**config.mk**
```make
export PLATFORM = sky130hd
export DESIGN_NAME = sacl_stats
export DESIGN_NICKNAME = d
export VERILOG_FILES = /design/src/rtl/sacl_pkg.sv /design/src/rtl/sacl_stats.sv
export SDC_FILE = /design/constraint.sdc
export NUM_CORES = 1
export LEC_CHECK = 0
export BUFFER_PORTS_ARGS = -buffer_cell sky130_fd_sc_hd__buf_2
export CAP_MARGIN = 10
export CORE_MARGIN = 2
export CORE_UTILIZATION = 55
export CTS_BUF_LIST = sky130_fd_sc_hd__clkbuf_2 sky130_fd_sc_hd__clkbuf_4 sky130_fd_sc_hd__clkbuf_8
export DETAILED_ROUTE_END_ITERATION = 10
export PLACE_DENSITY = 0.82
export SETUP_SLACK_MARGIN = 0.15
export SLEW_MARGIN = 25
export SYNTH_ARGS = -nofsm -noshare
export SYNTH_HDL_FRONTEND = slang
export SYNTH_SLANG_ARGS = --single-unit
```
**constraint.sdc**
```tcl
create_clock -name i_clk -period 7.9 [get_ports i_clk]
set_input_delay 0.79 -clock i_clk [delete_from_list [all_inputs] [get_ports i_clk]]
set_output_delay 0.79 -clock i_clk [all_outputs]
set_load 0.02 [all_outputs]
```
**src/rtl/sacl_pkg.sv**
```systemverilog
package sacl_pkg;

    // default geometry limits
    localparam int MAX_SET_BITS = 6;
    localparam int MAX_WAYS     = 8;
    localparam int ADDR_WIDTH   = 32;

    // access operations
    localparam logic [1:0] OP_LOAD   = 2'd0;
    localparam logic [1:0] OP_STORE  = 2'd1;
    localparam logic [1:0] OP_MODIFY = 2'd2;
    localparam logic [1:0] OP_IFETCH = 2'd3;

    // configuration register indexes
    localparam logic [1:0] CFG_SET_BITS   = 2'd0;
    localparam logic [1:0] CFG_BLOCK_BITS = 2'd1;
    localparam logic [1:0] CFG_WAYS       = 2'd2;

    localparam int CFG_IDX_W  = 2;
    localparam int CFG_DATA_W = 5;

    // input item
    typedef struct packed {
        logic [1:0]  operation;
        logic [31:0] address;
    } t_in_item;

    // result item
    typedef struct packed {
        logic [1:0]  hits_added;
        logic        was_miss;
        logic        was_eviction;
        logic [31:0] total_hits;
        logic [31:0] total_misses;
        logic [31:0] total_evictions;
    } t_out_item;

    // outcome of one set update
    typedef struct packed {
        logic       wr_en;
        logic       miss;
        logic       evict;
        logic [1:0] hits_added;
    } t_lookup;

endpackage

```
**src/rtl/sacl_stats.sv**
```systemverilog
module sacl_stats (
    input  logic                i_clk,
    input  logic                i_rst_n,
    input  logic                i_load,
    input  sacl_pkg::t_lookup   i_status,
    input  logic                i_out_stall,
    output logic                o_out_valid,
    output sacl_pkg::t_out_item o_out_data,
    output logic                o_free
);

    logic [31:0]         r_hits;
    logic [31:0]         r_misses;
    logic [31:0]         r_evicts;
    logic [31:0]         n_hits;
    logic [31:0]         n_misses;
    logic [31:0]         n_evicts;
    logic [32:0]         hit_sum;
    logic [32:0]         miss_sum;
    logic [32:0]         evict_sum;
    logic                r_out_valid;
    logic                n_out_valid;
    sacl_pkg::t_out_item r_out;

    // output register is free when empty or being taken
    assign o_free = !r_out_valid || !i_out_stall;

    // saturating running totals
    always_comb begin
        hit_sum   = {1'b0, r_hits} + 33'(i_status.hits_added);
        miss_sum  = {1'b0, r_misses} + 33'(i_status.miss);
        evict_sum = {1'b0, r_evicts} + 33'(i_status.evict);
        n_hits    = hit_sum[32] ? '1 : hit_sum[31:0];
        n_misses  = miss_sum[32] ? '1 : miss_sum[31:0];
        n_evicts  = evict_sum[32] ? '1 : evict_sum[31:0];
    end

    always_comb begin
        n_out_valid = r_out_valid;
        if (i_load) begin
            n_out_valid = 1'b1;
        end else if (!i_out_stall) begin
            n_out_valid = 1'b0;
        end
    end

    always_ff @(posedge i_clk) begin
        if (!i_rst_n) begin
            r_hits      <= '0;
            r_misses    <= '0;
            r_evicts    <= '0;
            r_out_valid <= 1'b0;
        end else begin
            r_out_valid <= n_out_valid;
            if (i_load) begin
                r_hits   <= n_hits;
                r_misses <= n_misses;
                r_evicts <= n_evicts;
            end
        end
    end

    // result payload
    always_ff @(posedge i_clk) begin
        if (i_load) begin
            r_out.hits_added      <= i_status.hits_added;
            r_out.was_miss        <= i_status.miss;
            r_out.was_eviction    <= i_status.evict;
            r_out.total_hits      <= n_hits;
            r_out.total_misses    <= n_misses;
            r_out.total_evictions <= n_evicts;
        end
    end

    assign o_out_valid = r_out_valid;
    assign o_out_data  = r_out;

endmodule

```
==> flow_metrics.env <==
export IMPL_place_area_mm2=0.01022
export IMPL_synthesis_instances=1003
export IMPL_io_pins=111
export IMPL_worstReg2RegEnd="r_misses[20]$_SDFFE_PN0P_"
export IMPL_power_density_mw_per_mm2=175.4
export IMPL_cts_sinks=197
export IMPL_yosysWarningCount=0
export IMPL_drtIter0Drc=723
export IMPL_yosys_area_top_type_share_pct=31.02
export IMPL_ys_top_cells_by_area="edfxtp_1 31%, dfxtp_1 20%, nand2_1 4.3%"
export IMPL_synth_xor_area_share_pct=4.977
export IMPL_synth_simple_area_share_pct=25.89
export IMPL_timing_fmax_mhz=279.3
export IMPL_hp_start="o_out_valid$_SDFFE_PN0P_"
export IMPL_grt_pass1_wl_um=33420
export IMPL_synth_cell_type_count=65
export IMPL_post_route_period_util_pct=45.33
export IMPL_path_class="input port to flop"
export IMPL_antenna_found_initial=0
export IMPL_clkTransAtPathRegs_ns=0.10
export IMPL_ys_ff_latch=197
export IMPL_postCtsSetupRepairBufs=0
export IMPL_crit_arrival_ns=3.98
export IMPL_post_route_min_period_ns=3.581
export IMPL_htree_levels=4
export IMPL_wirelength_um=20680
export IMPL_numCtsBuffers=17
export IMPL_rsz0062_at_grt="no"
export IMPL_critPathSlowestCell="nand4_1"
export IMPL_hold_end="o_out_valid$_SDFFE_PN0P_"
export IMPL_max_stage_delay_ns=0.94
export IMPL_synth_top_cell_by_area="edfxtp_1"
export IMPL_clk_latency_ns=0.48
export IMPL_hold_path_class="flop to flop"
export IMPL_die_x_um=136.7
export IMPL_via_per_inst=6.055
export IMPL_setup_viol=0
export IMPL_grt_pass1_vias=7024
export IMPL_critPathMaxFanout=23
export IMPL_slew_violations=0
export IMPL_final_area_mm2=0.01062
export IMPL_r2r_start="r_misses[0]$_SDFFE_PN0P_"
export IMPL_cts_repair_resized=0
export IMPL_postCtsHoldBufs=0
export IMPL_coreArea_mm2=0.01724
export IMPL_drive_above_1_share_pct=17.49
export IMPL_grtUsageTotal_pct=22.35
export IMPL_floorplan_rows=48
export IMPL_synthAdderAreaFrac_pct=0.9824
export IMPL_nNetsFinal=1078
export IMPL_rrSetupSlack_ns=4.38
export IMPL_layout_commonest_cell="nand2_1"
export IMPL_drt_wirelength_per_cell_um=15.91
export IMPL_grt_max_degree=97
export IMPL_crit_chain="buf_2 -> ha_1 -> ha_1 -> nand3_1 -> nor4_2 -> nand4_1 -> and4_1 -> nor3_1"
export IMPL_io_buffers=109
export IMPL_max_cap_violations=0
export IMPL_dp_hpwl_um=13130
export IMPL_synthMuxAreaShare_pct=1.112
export IMPL_die_area_mm2=0.01868
export IMPL_syn2layout_area_growth_pct=9.682
export IMPL_endpoint_kind="flop"
export IMPL_synth_edf_count=100
export IMPL_hold_depth=2
export IMPL_async_reset_ff_share_pct=0
export IMPL_synth_net_count=1019
export IMPL_vias=7871
export IMPL_synth_main_ff_cell="edfxtp_1"
export IMPL_crit_top_cell="ha_1"
export IMPL_diodes=0
export IMPL_tritoncts="done"
export IMPL_ant_nets=0
export IMPL_crit_required_ns=8.30
export IMPL_finalHoldViolCount=0
export IMPL_die_y_um=136.7
export IMPL_relSlewSlack_pct=31.85
export IMPL_yosysSeqAreaShare_pct=51.09
export IMPL_layout_common_cells="111 x nand2_1, 108 x buf_2, 100 x edfxtp_1"
export IMPL_drc=0
export IMPL_start_util_pct=56.16
export IMPL_status="completed"
export IMPL_r2r_cells=7
export IMPL_worstSetupStartpointType="input port"
export IMPL_netlist_area_mm2=0.009679
export IMPL_drtPass1Iterations=5
export IMPL_clockBufferDepth=2
export IMPL_irDropWorstVdd_mv=0.09120
export IMPL_grt_overflow_total=0
export IMPL_synth_avg_cell_area_um2=9.650
export IMPL_synth_compound_area_share_pct=11.80
export IMPL_leakage_nw=4.106
export IMPL_tightest_slew_ns=1.013
export IMPL_synth_top_family_by_area="simple AND/OR/NAND/NOR gates"
export IMPL_gp_congestion=0.8215
export IMPL_skew_ns=0.01561
export IMPL_final_setup_tns_ns=0
export IMPL_root_buffer="clkbuf_8"
[metrics by stage]
step	util [%]	total power, mW	std cells	hold WS (ns)	setup slack (ns)
after global placement	59.31	1.254	1268	0.4789	3.942
after floorplan	-	1.209	1003	0.4565	4.787
final	61.59	1.862	1300	0.4900	4.319
after CTS	61.49	1.875	1300	0.4853	4.382
after detailed placement	59.31	1.258	1268	0.4752	3.892
after global routing	61.59	1.919	1300	0.4942	4.013
[how the worst max path moves through the flow]
stage                 from                         to
2_1_floorplan  i_status[0]   o_out_data[92]$_DFFE_PP_
3_3_place_gp   i_status[3]   o_out_data[61]$_DFFE_PP_
3_5_place_dp   i_status[3]  r_misses[20]$_SDFFE_PN0P_
4_1_cts        i_status[3]  r_misses[20]$_SDFFE_PN0P_
5_1_grt        i_status[3]  r_misses[17]$_SDFFE_PN0P_
6_report       i_status[3]  r_misses[20]$_SDFFE_PN0P_
[power breakdown]
part | leakage (nW) | internal [mW] | switching [mW]
Clock | 0.190 | 0.283 | 0.346
Sequential | 1.75 | 1.10 | 0.00955
Combinational | 2.16 | 0.0324 | 0.0885
[synth_stat cells, types with 20 or more instances]
library cell  count
nand2_1         111
o21ai_0          74
nor2_1           71
nand4_1          27
a31oi_1          35
inv_1            20
and4_1           36
nand3_1          43
clkbuf_1         45
buf_2            21
and3_1           42
edfxtp_1        100
xnor2_1          43
a21oi_1          27
nor3_1           58
dfxtp_1          97
[cell families (layout without fill, tap and decap cells)]
kind of cell / count (synthesis) / after routing
AO/OA/AOI/OAI: 180 / 180
AND/OR/NAND/NOR: 460 / 460
buffers and inverters: 94 / 166
XOR/XNOR: 55 / 55
flip-flops: 197 / 197
multiplexers: 10 / 10
adder cells (fa/ha/maj): 7 / 7
[state kept, by name (all words and copies together) (netlist names)]
| name | flops |
|---|---|
| o_out_data | 100 |
| r_misses | 32 |
| o_out_valid | 1 |
| r_evicts | 32 |
| r_hits | 32 |
[final cells by class]
type	instances	area [um2]
Inverter	20	75.07
Clock inverter	8	76.32
Tap cell	225	281.5
Clock buffer	24	299.0
Fill cell	1436	6620
Multi-Input combinational cell	712	4350
Timing Repair Buffer	114	589.3
Sequential cell	197	4945
[worst max-delay path, delay by kind of cell]
| kind | cells | cell delay [ns] |
|---|---|---|
| AND/OR/NAND/NOR | 5 | 2.69 |
| adder cells (fa/ha/maj) | 2 | 0.41 |
| buffers and inverters | 1 | 0.09 |
[layer usage]
layer  vias to the layer above  GRT usage [%]  share of wire [%]
met1                      3737          30.22                 45
li1                       3827              -                  -
met5                         -              0                  0
met4                         0          8.796                2.2
met2                       264          35.50                 47
met3                        43          4.333                5.4
No activity file was read; power rests on OpenSTA's default activity.
