<file path="config.mk">
export PLATFORM = sky130hd
export DESIGN_NAME = sacl_ways
export DESIGN_NICKNAME = d
export VERILOG_FILES = /design/src/rtl/sacl_pkg.sv /design/src/rtl/sacl_ways.sv
export SDC_FILE = /design/constraint.sdc
export NUM_CORES = 1
export LEC_CHECK = 0
export ABC_CLOCK_PERIOD_IN_PS = 29900
export BUFFER_PORTS_ARGS = -buffer_cell sky130_fd_sc_hd__buf_2
export CAP_MARGIN = 15
export CORE_AREA = 2 2 239 241
export DETAILED_ROUTE_END_ITERATION = 10
export DIE_AREA = 0 0 241 243
export SLEW_MARGIN = 30
export SYNTH_ARGS = -nofsm -noshare
export SYNTH_HDL_FRONTEND = slang
export SYNTH_SLANG_ARGS = --single-unit
</file>
<file path="constraint.sdc">
create_clock -name vclk -period 29.9
set_input_delay 0 -clock vclk [all_inputs]
set_output_delay 0 -clock vclk [all_outputs]
set_load 0.01 [all_outputs]
</file>
<file path="src/rtl/sacl_pkg.sv">
package sacl_pkg;

    // default geometry limits
    localparam int MAX_SET_BITS = 6;
    localparam int MAX_WAYS     = 8;
    localparam int ADDR_WIDTH   = 32;

    // access operations
    localparam logic [1:0] OP_LOAD   = 2'd0;
    localparam logic [1:0] OP_STORE  = 2'd1;
    localparam logic [1:0] OP_MODIFY = 2'd2;
    localparam logic [1:0] OP_IFETCH = 2'd3;

    // configuration register indexes
    localparam logic [1:0] CFG_SET_BITS   = 2'd0;
    localparam logic [1:0] CFG_BLOCK_BITS = 2'd1;
    localparam logic [1:0] CFG_WAYS       = 2'd2;

    localparam int CFG_IDX_W  = 2;
    localparam int CFG_DATA_W = 5;

    // input item
    typedef struct packed {
        logic [1:0]  operation;
        logic [31:0] address;
    } t_in_item;

    // result item
    typedef struct packed {
        logic [1:0]  hits_added;
        logic        was_miss;
        logic        was_eviction;
        logic [31:0] total_hits;
        logic [31:0] total_misses;
        logic [31:0] total_evictions;
    } t_out_item;

    // outcome of one set update
    typedef struct packed {
        logic       wr_en;
        logic       miss;
        logic       evict;
        logic [1:0] hits_added;
    } t_lookup;

endpackage

</file>
<file path="src/rtl/sacl_ways.sv">
module sacl_ways #(
    parameter int MAX_WAYS   = 8,
    parameter int ADDR_WIDTH = 32
) (
    input  logic [1:0]                                 i_op,
    input  logic [ADDR_WIDTH-1:0]                      i_tag,
    input  logic [$clog2(MAX_WAYS+1)-1:0]              i_ways,
    input  logic [MAX_WAYS*ADDR_WIDTH-1:0]             i_tag_row,
    input  logic [MAX_WAYS*(1+((MAX_WAYS > 1) ? $clog2(MAX_WAYS) : 1))-1:0] i_meta_row,
    output logic [MAX_WAYS*ADDR_WIDTH-1:0]             o_tag_row,
    output logic [MAX_WAYS*(1+((MAX_WAYS > 1) ? $clog2(MAX_WAYS) : 1))-1:0] o_meta_row,
    output sacl_pkg::t_lookup                          o_status
);

    localparam int REC_W  = (MAX_WAYS > 1) ? $clog2(MAX_WAYS) : 1;
    localparam int IDX_W  = (MAX_WAYS > 1) ? $clog2(MAX_WAYS) : 1;
    localparam int WAYS_W = $clog2(MAX_WAYS + 1);
    localparam logic [REC_W-1:0] REC_MAX = REC_W'(MAX_WAYS - 1);

    logic [ADDR_WIDTH-1:0] tags    [MAX_WAYS];
    logic [REC_W-1:0]      rec     [MAX_WAYS];
    logic [REC_W-1:0]      new_rec [MAX_WAYS];
    logic [MAX_WAYS-1:0]   valid;
    logic [MAX_WAYS-1:0]   new_valid;
    logic [MAX_WAYS-1:0]   in_use;
    logic [MAX_WAYS-1:0]   match;
    logic [MAX_WAYS-1:0]   free;
    logic [IDX_W-1:0]      hit_idx;
    logic [IDX_W-1:0]      free_idx;
    logic [IDX_W-1:0]      lru_idx;
    logic [IDX_W-1:0]      way;
    logic [REC_W-1:0]      limit;
    logic                  hit;
    logic                  fill;
    logic                  fetch;

    // unpack the set row
    always_comb begin
        for (int i = 0; i < MAX_WAYS; i++) begin
            tags[i]  = i_tag_row[i*ADDR_WIDTH +: ADDR_WIDTH];
            valid[i] = i_meta_row[i];
            rec[i]   = i_meta_row[MAX_WAYS + i*REC_W +: REC_W];
        end
    end

    // tag compare and free-way search on every way in use
    always_comb begin
        for (int i = 0; i < MAX_WAYS; i++) begin
            in_use[i] = (WAYS_W'(i) < i_ways);
            match[i]  = in_use[i] && valid[i] && (tags[i] == i_tag);
            free[i]   = in_use[i] && !valid[i];
        end
        hit_idx  = '0;
        free_idx = '0;
        for (int i = MAX_WAYS - 1; i >= 0; i--) begin
            if (match[i]) begin
                hit_idx = IDX_W'(i);
            end
            if (free[i]) begin
                free_idx = IDX_W'(i);
            end
        end
        hit  = |match;
        fill = !hit && (|free);
    end

    // oldest way in use, lowest way on a tie
    always_comb begin
        lru_idx = '0;
        for (int i = 1; i < MAX_WAYS; i++) begin
            if (in_use[i] && (rec[i] > rec[lru_idx])) begin
                lru_idx = IDX_W'(i);
            end
        end
    end

    // recency update around the touched way
    always_comb begin
        if (hit) begin
            way = hit_idx;
        end else if (fill) begin
            way = free_idx;
        end else begin
            way = lru_idx;
        end
        limit     = rec[way];
        new_valid = valid;
        for (int i = 0; i < MAX_WAYS; i++) begin
            new_rec[i] = rec[i];
            if (in_use[i] && (IDX_W'(i) != way) && valid[i] &&
                (fill || (rec[i] < limit)) && (rec[i] < REC_MAX)) begin
                new_rec[i] = rec[i] + REC_W'(1);
            end
        end
        new_rec[way]   = '0;
        new_valid[way] = 1'b1;
    end

    // repack the row
    always_comb begin
        o_tag_row = i_tag_row;
        if (!hit) begin
            o_tag_row[way*ADDR_WIDTH +: ADDR_WIDTH] = i_tag;
        end
        o_meta_row[MAX_WAYS-1:0] = new_valid;
        for (int i = 0; i < MAX_WAYS; i++) begin
            o_meta_row[MAX_WAYS + i*REC_W +: REC_W] = new_rec[i];
        end
    end

    // outcome, fetches leave the set alone
    always_comb begin
        fetch                = (i_op == sacl_pkg::OP_IFETCH);
        o_status.wr_en       = !fetch;
        o_status.miss        = !fetch && !hit;
        o_status.evict       = !fetch && !hit && !fill;
        o_status.hits_added  = fetch ? 2'd0 :
                               (2'((i_op == sacl_pkg::OP_MODIFY) ? 1 : 0) + 2'(hit ? 1 : 0));
    end

endmodule

</file>
==> impl_results.md, run 1 <==
* Run status: finished, final reports clean
* Max Fclk at ~76 MHz
* Antenna violations before repair at 11
* Setup_tns at 0 ns
* Final instance area at 13,260 µm²
* Final setup violation count at 0
* Dpl cells at approximately 2,900
* Cell at the slowest stage of the critical path: nor2_1
* Drt initial violations at 1,447
* Seq Cell Count at 0
* Slew headroom at 0.4011
* Die Ht at 243 µm
* Pwr per Cell Area at 29.05 nW/µm²
* Final ANT Viol Nets at 0
* Mapped Cells at 1,619
* Final HPWL DP at 67.14 mm
* Post-route DRC at 0
* Routed wire per std cell at 28.42 µm
* Final Wtd Congestion at 0.9998
* Static leakage at 6.097 nW
* CP endpoint kind: output pin
* Sequential share of the synthesized area at 0
* Avg Inst Size Synth at ~6 µm²
* CP Max Fanout at 16
* First-pass GRT wire length at 109.5 mm
* IO buf count at 619
* Crit path required time at between 20 and 30 ns
* Synth top area cells: xnor2_1, nand2_1, o21ai_0
* Yosys warns at 0
* Gr usage total at 0.2644
* Max-slew violations at 0
* Final hold vios at 0
* Cell taking the most area after synthesis: xnor2_1
* Critical path type: in -> out
* Worst path arrival time at 13.09 ns
* Row count at 87
* Chip width at between 200 and 250 µm
* Pin count of the biggest net entering global routing at 65
* Fin nets at 2,494
* Seq. cell area at 0 µm²
* Die ar. at 58,560 µm²
* Core area at 55,950 µm²
* Pwr Total at 0.3852 mW
* Yosys cell types at 80
* DP Area at 13,240 µm²
* Setup Buffers After CTS at 0
* RSZ-0062 raised after global routing: no
* Hold_buf cts at 0
* Critical Path Source Type: primary input
* Via-to-Cell Ratio at just over 5
* Worst hold path class: in -> out
* DR vias at 14,873
* Area delta synth->final at 35.90%
* CP Launch Point: i_meta_row[9]
* Actual slew at the worst max-slew pin at ~0.89 ns
* Fin Hold WS at 0.3098 ns
* Vias in the first global route at 14,137
* WL final at 82.02 mm
* Max Cap Viol at 0
* Initial Util at 0.1744
* Io pins at roughly 620
* Post-synth top area share at 0.2253
* Fin crit share at 0.4376
* Clock buffers at 0
* Router iterations before antenna repair at 7
* Synthesized area at 9758 µm²
* Syn Nets at 1,989
* Post-CTS sizing at 0
* Max VDD drop at 15.35 µV
* Worst Min Path Start: i_op[1]
* Most frequent CP cell: ha_1
* Finished Layout Cells at 2,886
* Remaining global-route overflow at 0
* Share of cells above drive strength 1 at 0.3336
* Worst path max stage delay at approximately 0.64 ns
* Fin crit period at 13.08 ns
==> synth_stat cells (20+ instances only) <==
cell type,instances
inv_1,27
xnor2_1,251
nor4_1,27
nand3_1,88
a21oi_1,28
mux2_2,39
clkbuf_1,67
nand4_1,85
ha_1,44
buf_2,29
nor3_1,20
buf_4,27
o21ai_0,192
nor2_1,59
nand2_1,421
==> power by group <==
part / switching (mW) / internal [mW] / total (mW)
Clock: 0 / 0.0000000315 / 0.0000000315
Sequential: 0 / 0 / 0
Combinational: 0.251 / 0.134 / 0.385
==> worst max-delay path: cells and delay by family <==
| kind | cells | cell delay (ns) |
|---|---|---|
| fa+ha+maj | 8 | 2.23 |
| compound gates | 32 | 6.77 |
| mux | 3 | 0.97 |
| simple gates | 15 | 2.41 |
| buf+inv | 5 | 0.71 |
==> cells in the final DEF (no fill, tap or decap), types with 28 or more instances in the layout <==
master / n
buf_2: 619
nand4_1: 85
nand3_1: 88
nor2_1: 57
xnor2_1: 251
mux2_2: 39
nand2_1: 419
o21ai_0: 191
ha_1: 44
a21oi_1: 28
==> logic make-up (layout without fill, tap and decap cells) <==
family                   count (synthesis)  after routing  synth area share
AND/OR/NAND/NOR                        777            777            0.3697
AO/OA/AOI/OAI                          324            324            0.1995
XOR/XNOR                               264            264            0.2370
buffers and inverters                  164            667           0.08514
adder cells (fa/ha/maj)                 46             46           0.05860
multiplexers                            44             44           0.05013
other                                    0              8                 0
==> final cells by class <==
type,count,area [µm²]
Antenna cell,8,20.02
Fill cell,6649,42690
Inverter,29,111.4
Multi-Input combinational cell,1455,8944
Tap cell,756,945.9
Timing Repair Buffer,638,3241
==> per-stage QoR <==
stage          setup WS, ns    util
5_1_grt               15.72  0.2368
2_1_floorplan         18.75       -
6_report              16.82  0.2370
3_3_place_gp          16.96  0.2366
3_5_place_dp          16.97  0.2366
4_1_cts               16.94  0.2366
==> final timing paths <==
path,endpoint,cells past startpoint
max,o_meta_row[28],63
min,o_status[4],3
==> routing by layer <==
metal | up-vias | global-route usage | wire, µm
met4 | 10 | 0.1342 | 5210
met3 | 207 | 0.05516 | 8020
met5 | - | 0 | 69
met1 | 6950 | 0.3300 | 32440
li1 | 6642 | - | -
met2 | 1064 | 0.4262 | 36280
Note: power is estimated with default switching activity, not from simulation.
==> run 2, diff against run 1 <==
ABC_CLOCK_PERIOD_IN_PS = 12800   (was 29900)
CORE_AREA = 2 2 244 246   (was 2 2 239 241)
DIE_AREA = 0 0 246 248   (was 0 0 241 243)
clock period = 12.8 ns   (was 29.9 ns; I/O delays follow)
==> impl_results.md, run 2 (same netlist as run 1, synthesis figures left out) <==
* Run status: finished, final reports clean
* Crit path required time at 12.80 ns (-17.10 ns)
* Fin crit share at 0.9341
* Most frequent CP cell: ha_1
* Worst path arrival time at 11.96 ns (-1.13 ns)
* Share of cells above drive strength 1 at 0.3608 (+0.02719)
* Initial Util at 0.1669 (-0.007491)
* Post-route DRC at 0 (unchanged)
* Gr usage total at 0.2511 (-0.01331)
* Clock buffers at 0 (unchanged)
* Final ANT Viol Nets at 0 (unchanged)
* Hold_buf cts at 0 (unchanged)
* Max Fclk at 83.64 MHz
* Max VDD drop at 28.38 µV (+85%)
* CP endpoint kind: output pin
* Final hold vios at 0 (unchanged)
* Seq. cell area at 0 µm² (unchanged)
* Critical path type: in -> out
* Final HPWL DP at 67.44 mm (+0.45%)
* Pin count of the biggest net entering global routing at 65 (unchanged)
* Io pins at 619 (unchanged)
* Max-slew violations at 0 (unchanged)
* Final instance area at 14,090 µm² (+6.3%)
* Fin crit period at 11.96 ns
* Setup Buffers After CTS at 0 (unchanged)
* Final Util at 0.2410 (+0.004030)
* IO buf count at 619 (unchanged)
* Most frequent cells in the layout: buf_2, nand2_1, xnor2_1
* Vias in the first global route at 13,938 (-1.4%)
* Remaining global-route overflow at 0 (unchanged)
* Cell at the slowest stage of the critical path: a211oi_2
* Antenna violations before repair at 18 (+7)
* Worst path max stage delay at 0.53 ns (-0.11 ns)
* Commonest non-fill, non-tap cell in the layout: buf_2
* WL final at 81.72 mm (-0.37%)
* Routed wire per std cell at 27.34 µm (-3.8%)
* Critical Path Source Type: primary input
* Actual slew at the worst max-slew pin at 0.9168 ns (+0.02373 ns)
* CP Max Fanout at 8 (-8)
* Setup_tns at 0 ns (unchanged)
* DP Area at 14,040 µm² (+6.0%)
* DR vias at 15,196 (+2.2%)
* Pwr per Cell Area at 67.97 nW/µm² (+130%)
* Router iterations before antenna repair at 6 (-1)
* Static leakage at 6.558 nW (+7.6%)
* Final setup violation count at 0 (unchanged)
* Core area at 58,460 µm² (+4.5%)
* Via-to-Cell Ratio at 5.084 (-1.3%)
* Drt initial violations at 1,529 (+5.7%)
* Row count at 89 (+2.3%)
* Area delta synth->final at 44.42%
* Slew headroom at 0.3888 (-0.01223)
* First-pass GRT wire length at 107.8 mm (-1.6%)
* # fillers at 6,839 (+2.9%)
* Final Wtd Congestion at 0.9930 (-0.68%)
* Fin nets at 2,578 (+3.4%)
* Max Cap Viol at 0 (unchanged)
* RSZ-0062 raised after global routing: no
* Die ar. at 61,010 µm² (+4.2%)
* Seq Cell Count at 0 (unchanged)
* Die Ht at 248 µm (+2.1%)
* Chip width at 246 µm (+2.1%)
* Worst hold path class: in -> out
==> run 2: final timing paths <==
| path | slack, ns | from | end | depth (start not counted) |
|---|---|---|---|---|
| hold / removal | 0.31 | i_op[1] | o_status[4] | 3 |
| setup / recovery | 0.84 | i_meta_row[9] | o_meta_row[11] | 64 |
==> run 2: area by class of cell <==
class	instances	area [µm²]	area share
inverter	29	111.4	0.007902
multi-input combinational	1455	8967	0.6363
tap	773	967.2	0.06863
antenna	10	25.02	0.001776
timing repair buffer	722	4021	0.2854
==> run 2: critical path: cells and delay by family <==
kind | cells | cell delay [ns]
buf+inv | 8 | 1.11
fa+ha+maj | 8 | 2.09
mux | 2 | 0.59
simple gates | 14 | 1.46
compound gates | 32 | 6.66
==> run 2: repair_timing <==
item                                   CTS  global route
setup endpoints to repair                0            93
endpoints found under the hold margin    0             0
resized for setup                        0             8
==> run 2: power by group <==
group / switching, mW / total (mW) / internal [mW]
combinational: 0.593 / 0.958 / 0.364
clock: 0 / 0.0000000944 / 0.0000000943
sequential: 0 / 0 / 0
total: 0.593 / 0.958 / 0.364
==> run 2: through the flow <==
step           hold WS (ns)  std cells  setup WS, ns  power (mW)
2_1_floorplan       0.08056       1619         1.652      0.5175
3_3_place_gp         0.2997       2979        0.5133      0.9395
6_report             0.3112       2989        0.8441      0.9579
5_1_grt              0.3241       2982       0.02891       1.027
3_5_place_dp         0.3002       2979        0.4012      0.9373
4_1_cts              0.3024       2979        0.3218      0.9415
==> run 2: routing by layer <==
layer | wire length (µm) | GRT usage | part of all wire
met5 | 92 | 0 | 0.0011
met4 | 5185 | 0.1312 | 0.063
met3 | 9126 | 0.06542 | 0.11
met2 | 35430 | 0.3970 | 0.43
met1 | 31880 | 0.3122 | 0.39
==> run 3, diff against run 2 <==
BUFFER_PORTS_ARGS = -buffer_cell sky130_fd_sc_hd__buf_4   (was -buffer_cell sky130_fd_sc_hd__buf_2)
CORE_AREA = 2 2 240 242   (was 2 2 244 246)
DIE_AREA = 0 0 242 244   (was 0 0 246 248)
SLEW_MARGIN = 10   (was 30)
==> impl_results.md, run 3 (same netlist as run 1, synthesis figures left out) <==
* Run status: finished, final reports clean
* Pin count of the biggest net entering global routing at 65 (unchanged)
* Cell at the slowest stage of the critical path: o41ai_1
* Max Fclk at 84.33 MHz (+0.83%)
* Area delta synth->final at 59.17%
* Drt initial violations at 1,662 (+8.7%)
* Critical Path Source Type: primary input
* Vias in the first global route at 14,325 (+2.8%)
* Post-route DRC at 0 (unchanged)
* Most frequent cells in the layout: buf_4, nand2_1, xnor2_1
* Io pins at 619 (unchanged)
* WL final at 82.25 mm (+0.65%)
* First-pass GRT wire length at 110.9 mm (+3.0%)
* Remaining global-route overflow at 0 (unchanged)
* Final setup violation count at 0 (unchanged)
* Worst path max stage delay at 0.53 ns (about the same)
* Gr usage total at 0.2618 (+0.01067)
* Most frequent CP cell: ha_1
* Seq Cell Count at 0 (unchanged)
* RSZ-0062 raised after global routing: no
* Share of cells above drive strength 1 at 0.3582 (-0.002652)
* Clock buffers at 0 (unchanged)
* Seq. cell area at 0 µm² (unchanged)
* IO buf count at 619 (unchanged)
* # fillers at 6,416 (-6.2%)
* Max Cap Viol at 0 (unchanged)
* Setup_tns at 0 ns (unchanged)
* Die ar. at 59,050 µm² (-3.2%)
* Max-slew violations at 0 (unchanged)
* Routed wire per std cell at 27.79 µm (+1.7%)
* Worst Min Path Start: i_tag_row[98]
* Die Ht at 244 µm (-1.6%)
* Final ANT Viol Nets at 0 (unchanged)
* Commonest non-fill, non-tap cell in the layout: buf_4
* Fin nets at 2,572 (-0.23%)
* CP endpoint kind: output pin
* DR vias at 15,072 (-0.82%)
* Chip width at 242 µm (-1.6%)
* Critical path type: in -> out
* Fin crit share at 0.9264 (-0.007650)
* Final hold vios at 0 (unchanged)
* Worst path arrival time at 11.86 ns (-0.10 ns)
* CP Max Fanout at 16 (+8)
* CP Launch Point: i_meta_row[9]
* Router iterations before antenna repair at 6 (unchanged)
* Fin crit period at 11.86 ns (-0.09793 ns)
* Initial Util at 0.1737 (+0.006815)
* Crit path required time at 12.80 ns (about the same)
* Via-to-Cell Ratio at 5.094 (+0.19%)
* Final HPWL DP at 68.08 mm (+0.94%)
* Hold_buf cts at 0 (unchanged)
* Slew headroom at 0.4629 (+0.07408)
* Antenna violations before repair at 6 (-12)
* Final Wtd Congestion at 1.028 (+3.6%)
* Row count at 87 (-2.2%)
* Core area at 56,170 µm² (-3.9%)
* Worst hold path class: in -> out
* Actual slew at the worst max-slew pin at 0.7972 ns (-0.1196 ns)
run 3: changes by cell type in the layout (fill, tap and decap cells not counted), sizes merged:
| cell | delta |
|---|---|
| diode | -7 |
| buf | -6 |
run 3: layout make-up:
cell class / instances / area, µm² / area share
tap: 756 / 945.9 / 0.06090
timing repair buffer: 716 / 5513 / 0.3549
multi-input combinational: 1455 / 8955 / 0.5765
inverter: 29 / 111.4 / 0.007169
antenna: 3 / 7.507 / 0.0004833
run 3: critical path: cells and delay by family:
family | cells | cell delay, ns
AO/OA/AOI/OAI | 31 | 6.01
XOR/XNOR | 1 | 0.14
adder cells (fa/ha/maj) | 8 | 2.12
buffers and inverters | 10 | 1.35
multiplexers | 3 | 0.86
AND/OR/NAND/NOR | 14 | 1.35
run 3: worst paths after layout:
| kind | end | slack [ns] | cells after the start |
|---|---|---|---|
| setup / recovery | o_meta_row[31] | 0.94 | 67 |
| hold / removal | o_tag_row[98] | 0.30 | 4 |
run 3: through the flow:
| step | cells | util | setup WS (ns) | hold WS (ns) | area [µm²] |
|---|---|---|---|---|---|
| 3_3_place_gp | 2955 | 0.2760 | 0.6400 | 0.2960 | 15500 |
| 6_report | 2959 | 0.2765 | 0.9420 | 0.2976 | 15530 |
| 3_5_place_dp | 2955 | 0.2760 | 0.4642 | 0.2935 | 15500 |
| 2_1_floorplan | 1619 | - | 1.652 | 0.08056 | 9758 |
| 5_1_grt | 2956 | 0.2764 | 0.001915 | 0.3081 | 15520 |
| 4_1_cts | 2955 | 0.2760 | 0.4308 | 0.2965 | 15500 |
run 3: layer usage:
| layer | vias up | track usage | part of all wire |
|---|---|---|---|
| met3 | 179 | 0.06036 | 0.099 |
| met4 | 8 | 0.1140 | 0.054 |
| met2 | 1058 | 0.4260 | 0.45 |
| met1 | 7019 | 0.3298 | 0.40 |
| met5 | - | 0 | 0.00062 |
| li1 | 6808 | - | - |
run 3: repair_timing:
action	in CTS	in global routing
buffers inserted	0	1
setup endpoints to repair	0	229
resized for setup	0	6
